<file path="src/rtl/hcb_pkg.sv">
// ----------------------------------------------------------------------------
// Huffman code builder package
// Shared constants, codes, memory word layouts and a helper function.
// ----------------------------------------------------------------------------
package hcb_pkg;

  // Table and field sizes.
  localparam int unsigned NUM_SYMBOLS = 256;
  localparam int unsigned SYM_W       = 8;
  localparam int unsigned WEIGHT_W    = 17;
  localparam int unsigned CODE_BITS   = 32;
  localparam int unsigned CODE_IDX_W  = $clog2(CODE_BITS);
  localparam int unsigned LEN_W       = 8;
  localparam int unsigned CNT_W       = 9;
  localparam int unsigned ONE_Q16     = 65536;

  // Operation codes carried by each request item.
  typedef enum logic [1:0] {
    MODE_ADD   = 2'd0,
    MODE_BUILD = 2'd1,
    MODE_QUERY = 2'd2,
    MODE_CLEAR = 2'd3
  } mode_t;

  // Controller states.
  typedef enum logic [2:0] {
    ST_IDLE,
    ST_QUERY,
    ST_INIT,
    ST_SCAN,
    ST_SYM,
    ST_SHIFT
  } state_t;

  // One entry of the symbol table.
  typedef struct packed {
    logic [WEIGHT_W-1:0]  weight;
    logic [SYM_W-1:0]     node_id;
    logic [CODE_BITS-1:0] code;
    logic [LEN_W-1:0]     len;
  } sym_entry_t;

  // Write request to the symbol table.
  typedef struct packed {
    logic             en;
    logic [SYM_W-1:0] addr;
    sym_entry_t       data;
  } sym_wr_t;

  // Write request to the node weight table.
  typedef struct packed {
    logic                en;
    logic [SYM_W-1:0]    addr;
    logic [WEIGHT_W-1:0] data;
  } node_wr_t;

  // Prepend one bit to a symbol's code; the bit lands above those already held.
  function automatic sym_entry_t push_bit(sym_entry_t e, logic bit_val);
    sym_entry_t r;
    r = e;
    if ((e.len < LEN_W'(CODE_BITS)) && bit_val) begin
      r.code[e.len[CODE_IDX_W-1:0]] = 1'b1;
    end
    if (e.len != {LEN_W{1'b1}}) begin
      r.len = e.len + LEN_W'(1);
    end
    return r;
  endfunction

endpackage

</file>
<file path="src/rtl/hcb_node_mem.sv">
// ----------------------------------------------------------------------------
// Huffman code builder node weight table
// One write port and one registered read port over the live node weights.
// ----------------------------------------------------------------------------
module hcb_node_mem (
  input  logic                           clk,
  input  hcb_pkg::node_wr_t              wr,
  input  logic [hcb_pkg::SYM_W-1:0]      rd_addr,
  output logic [hcb_pkg::WEIGHT_W-1:0]   rd_data
);

  logic [hcb_pkg::WEIGHT_W-1:0] mem [hcb_pkg::NUM_SYMBOLS];

  // Single write port, registered read.
  always_ff @(posedge clk) begin
    if (wr.en) begin
      mem[wr.addr] <= wr.data;
    end
    rd_data <= mem[rd_addr];
  end

endmodule

</file>
<file path="config.mk">
export PLATFORM = sky130hd
export DESIGN_NAME = hcb_node_mem
export DESIGN_NICKNAME = d
export VERILOG_FILES = /design/src/rtl/hcb_pkg.sv /design/src/rtl/hcb_node_mem.sv
export SDC_FILE = /design/constraint.sdc
export NUM_CORES = 2
export LEC_CHECK = 0
export ABC_AREA = 1
export BUFFER_PORTS_ARGS = -buffer_cell sky130_fd_sc_hd__buf_2
export CORE_MARGIN = 5
export CORE_UTILIZATION = 60
export CTS_CLUSTER_DIAMETER = 50
export DETAILED_ROUTE_END_ITERATION = 12
export GPL_TIMING_DRIVEN = 0
export HOLD_SLACK_MARGIN = 0.02
export PLACE_DENSITY = 0.75
export REMOVE_ABC_BUFFERS = 1
export SETUP_SLACK_MARGIN = 0.02
export SKIP_CTS_REPAIR_TIMING = 1
export SYNTH_ARGS = -nofsm -noshare
export SYNTH_HDL_FRONTEND = slang
export SYNTH_MEMORY_MAX_BITS = 65536
export SYNTH_SLANG_ARGS = --single-unit
</file>
<file path="constraint.sdc">
create_clock -name clk -period 2.56 [get_ports clk]
set_input_delay 0.512 -clock clk [delete_from_list [all_inputs] [get_ports clk]]
set_output_delay 0.512 -clock clk [all_outputs]
set_load 0.005 [all_outputs]
</file>
Word-level counts from Yosys, hierarchy flattened:

Memory sizes are Yosys's and may differ from the RTL's. A register that Yosys moved wholly into a read port is not among the register bits.
Index checks and enable logic that the tools add are counted.

* mux-type cells: 2

Operators by type and width (number)
* $mux W1: 2

* output and inout port bits: 17
* bits of input ports: 35
* RAM bits: 4352
* memories: 1
* register bits: 0
* logic and storage cells: 3

Memory list
* mem: words 256, width 17, read ports 1, clocked after Yosys merged registers in 1, write ports 1, line hcb_node_mem.sv:12 `logic [hcb_pkg::WEIGHT_W-1:0] mem [hcb_pkg::NUM_SYMBOLS];`

Depth between registers and ports, before layout:

* word-level depth: 2
* gate-level depth with buffers: 15
* mapped depth without buffers: 11

Least setup slack after synthesis:

No wires, ideal clock.

* kind: input port to flip-flop
* from: input wr[25] in the netlist's numbering
* to: memory mem[164][0] in the netlist's numbering (enable)
* required time: 2170 ps
* arrival time: 2005 ps
* stages on the path: 4
* path slack: 164 ps
* cell sequence: clkbuf_1 -> nand3_1 -> clkbuf_1 -> nor2_1

* word-level cells in the longest chain between the ends: 2

Ends and longest elaborated chain
* from (decl): line hcb_node_mem.sv:7 `input hcb_pkg::node_wr_t wr,`
* $mux W1: line hcb_node_mem.sv:16 `if (wr.en) begin`
* $mux W1 (implied by the code): line hcb_node_mem.sv:17 `mem[wr.addr] <= wr.data;`
* to (decl): line hcb_node_mem.sv:12

Every way passes these cells.

Worst setup path after layout:

* from: input wr[21] in the netlist's numbering
* to: memory mem[143][13] in the netlist's numbering (enable)

No word-level cell before the write port.

==> impl_metrics.ini <==
[critical_path]
setup.worst_path.start_class = input pin
cp.required_ns = 3.22
worstSetupEndpointType = register
critPathKind = in2reg
arrival_ns = 3.66
path_max_fanout = 16

[global_routing]
grt_use_met2_pct = 47.0
grt_pass1_vias = 109000
grt_max_degree = 224
track_usage_pct = 30.2
grt_pass1_wl_microns = 689000
grt.busiest_layer = met2
grtUsageMet1_pct = 40.7
antenna_found_initial = 24
overflow = 0
grtUsageMet3_pct = 6.33

[drt]
remaining_drc_errors = 0
routed_wl_microns = 534000
drt_iter0_markers = 20900
viasPerCell = 6.48
wire_per_inst_microns = 28.5
ant_nets = 0
first_pass_iters = 8
num_vias = 122000

[clock_network]
cts_made_buffers = 443
cts_max_level = 5
cts-root-buf = clkbuf_16
worstSkewPairLatency_ns = 0.98
cts_tree = done
clock_sinks = 4369
clk_pin_slew_worst_paths_ns = 0.06
clk_path_buf_depth = 4

[sta]
max-slew-margin-rel_pct = 5.93
finalSetupViolCount = 732
timing.fmax_mhz = 333
period_needed_ns = 3.00
fin_crit_sh_pct = 117
tightest_slew_ns = 1.41
hold_violations = 4
hold_slack_ns = -0.0154
finClkSkew_ns = 0.0630
grt_setup_unrepaired = yes
setup_ws_ns = -0.439
slew_viol_final = 0

[synthesis]
synth_area_leaders = edfxtp_1 (74%), nand3_1 (12%), nand2_1 (9.6%), buf_2 (1.6%), nor2_1 (0.60%)
yosysTopAreaCellShare_pct = 74.4
ys_ff_latch = 4369
yosysSeqAreaShare_pct = 74.6
syn_area_sq_mm = 0.176
synth_area_per_cell_sq_um = 12.2
synthCells = 14400
synth_area_leader_cell = edfxtp_1
yosys_warnings = 0
ys_types = 16

[die]
die_w_microns = 551
coreArea_sq_mm = 0.291
rows = 198
dieArea_sq_mm = 0.304
initial_core_util_pct = 60.3
io_pins = 52
die_h_microns = 551

[finish]
final_nets = 14500
drive_gt1_share_pct = 10.6
layoutNonFillerInstCount = 18700
area_growth_syn_to_layout_pct = 14.7
fin_util_pct = 69.2
multiInputGateArea_sq_mm = 0.0407
regArea_sq_mm = 0.131
fillers = 18400

[power]
p_leak_nw = 70.4
vdd_drop_max_v = 0.000648
p_per_area_mw_per_mm2 = 761
power_mw = 154

[placed_design]
dpl_worst_slack_ns = -4.80
place.gp.congestion = 0.815
io_buffers = 51
dp_hpwl_microns = 257000
place_inst = 17700

[job]
maxCapViolCount = 0

[hold_path]
hp-class = in2reg

[run_status]
status = complete, but fails checks
failed_checks = negative hold slack, negative setup slack
==> sequential cells by signal (all words and copies together) (netlist names) <==
signal   cells
rd_data     17
mem       4352
==> metal layers <==
metal / share of wire, % / wire length [microns]
met5: 0.012 / 64
met4: 6.9 / 36600
met3: 14 / 75700
met2: 46 / 244000
met1: 33 / 178000
==> through the flow <==
step	TNS, ns	instance area, sq um	hold WS, ns
finish	-129.79	202000	-0.0154
global route	-99.64	202000	0.0337
CTS	-164.57	197000	-0.249
detailed placement	-3076.02	183000	0.782
global placement	-	176000	0.892
floorplan	-150.28	170000	0.611
==> cell usage in the layout, fill, tap and decap left out, drive strengths merged <==
cell	n
diode	17
clkinvlp	24
inv	61
dlygate4sd3	12
dfxtp	17
edfxtp	4352
clkbuf	631
nor2	283
clkinv	216
buf	429
bufinv	46
nand3	4287
nand2	4472
==> area by class of cell <==
cell class / instances / area share, %
repair inverters: 9 / 0.0503
diodes: 17 / 0.0211
clock buffers: 521 / 5.67
clock inverters: 299 / 1.49
flip-flops and latches: 4369 / 65.0
inverters: 39 / 0.125
multi-input cells: 9042 / 20.2
well taps: 3900 / 2.42
repair buffers: 551 / 5.09
==> worst paths after layout <==
check                          from                endpoint  slack [ns]  depth (start not counted)
min reg2reg   mem[212][4]$_DFFE_PP_      rd_data[4]$_DFF_P_        1.01                         10
max                          wr[21]  mem[143][13]$_DFFE_PP_       -0.44                          5
min                          wr[12]  mem[111][12]$_DFFE_PP_       -0.02                          1
max reg2reg  mem[185][15]$_DFFE_PP_     rd_data[15]$_DFF_P_        0.28                         10
==> cell usage after synthesis <==
library cell / n
nand2_1: 4472
edfxtp_1: 4352
nand3_1: 4287
buf_2: 566
nor2_1: 283
clkbuf_1: 150
buf_4: 113
buf_1: 112
buf_6: 49
inv_1: 32
dfxtp_1: 17
clkinv_1: 3
buf_8: 2
inv_2: 2
inv_4: 2
buf_12: 1
==> worst max-delay path: stages <==
cell,delay [ns]
buf_2,0.13
nor2_1,0.85
nand2_1,0.91
nor2_2,0.97
buf_8,0.24
==> logic make-up after synthesis <==
kind of cell / Yosys count / synth area share [%]
AND/OR/NAND/NOR: 9042 / 22.4
buffers and inverters: 1032 / 3.08
flip-flops: 4369 / 74.6
==> power breakdown <==
part / internal (mW) / switching (mW) / total (mW)
combinational: 2.61 / 7.74 / 10.4
clock: 36.7 / 27.5 / 64.2
sequential: 78.9 / 0.0993 / 79.0
total: 118 / 35.4 / 154
Power figures use the tool's default switching activity.
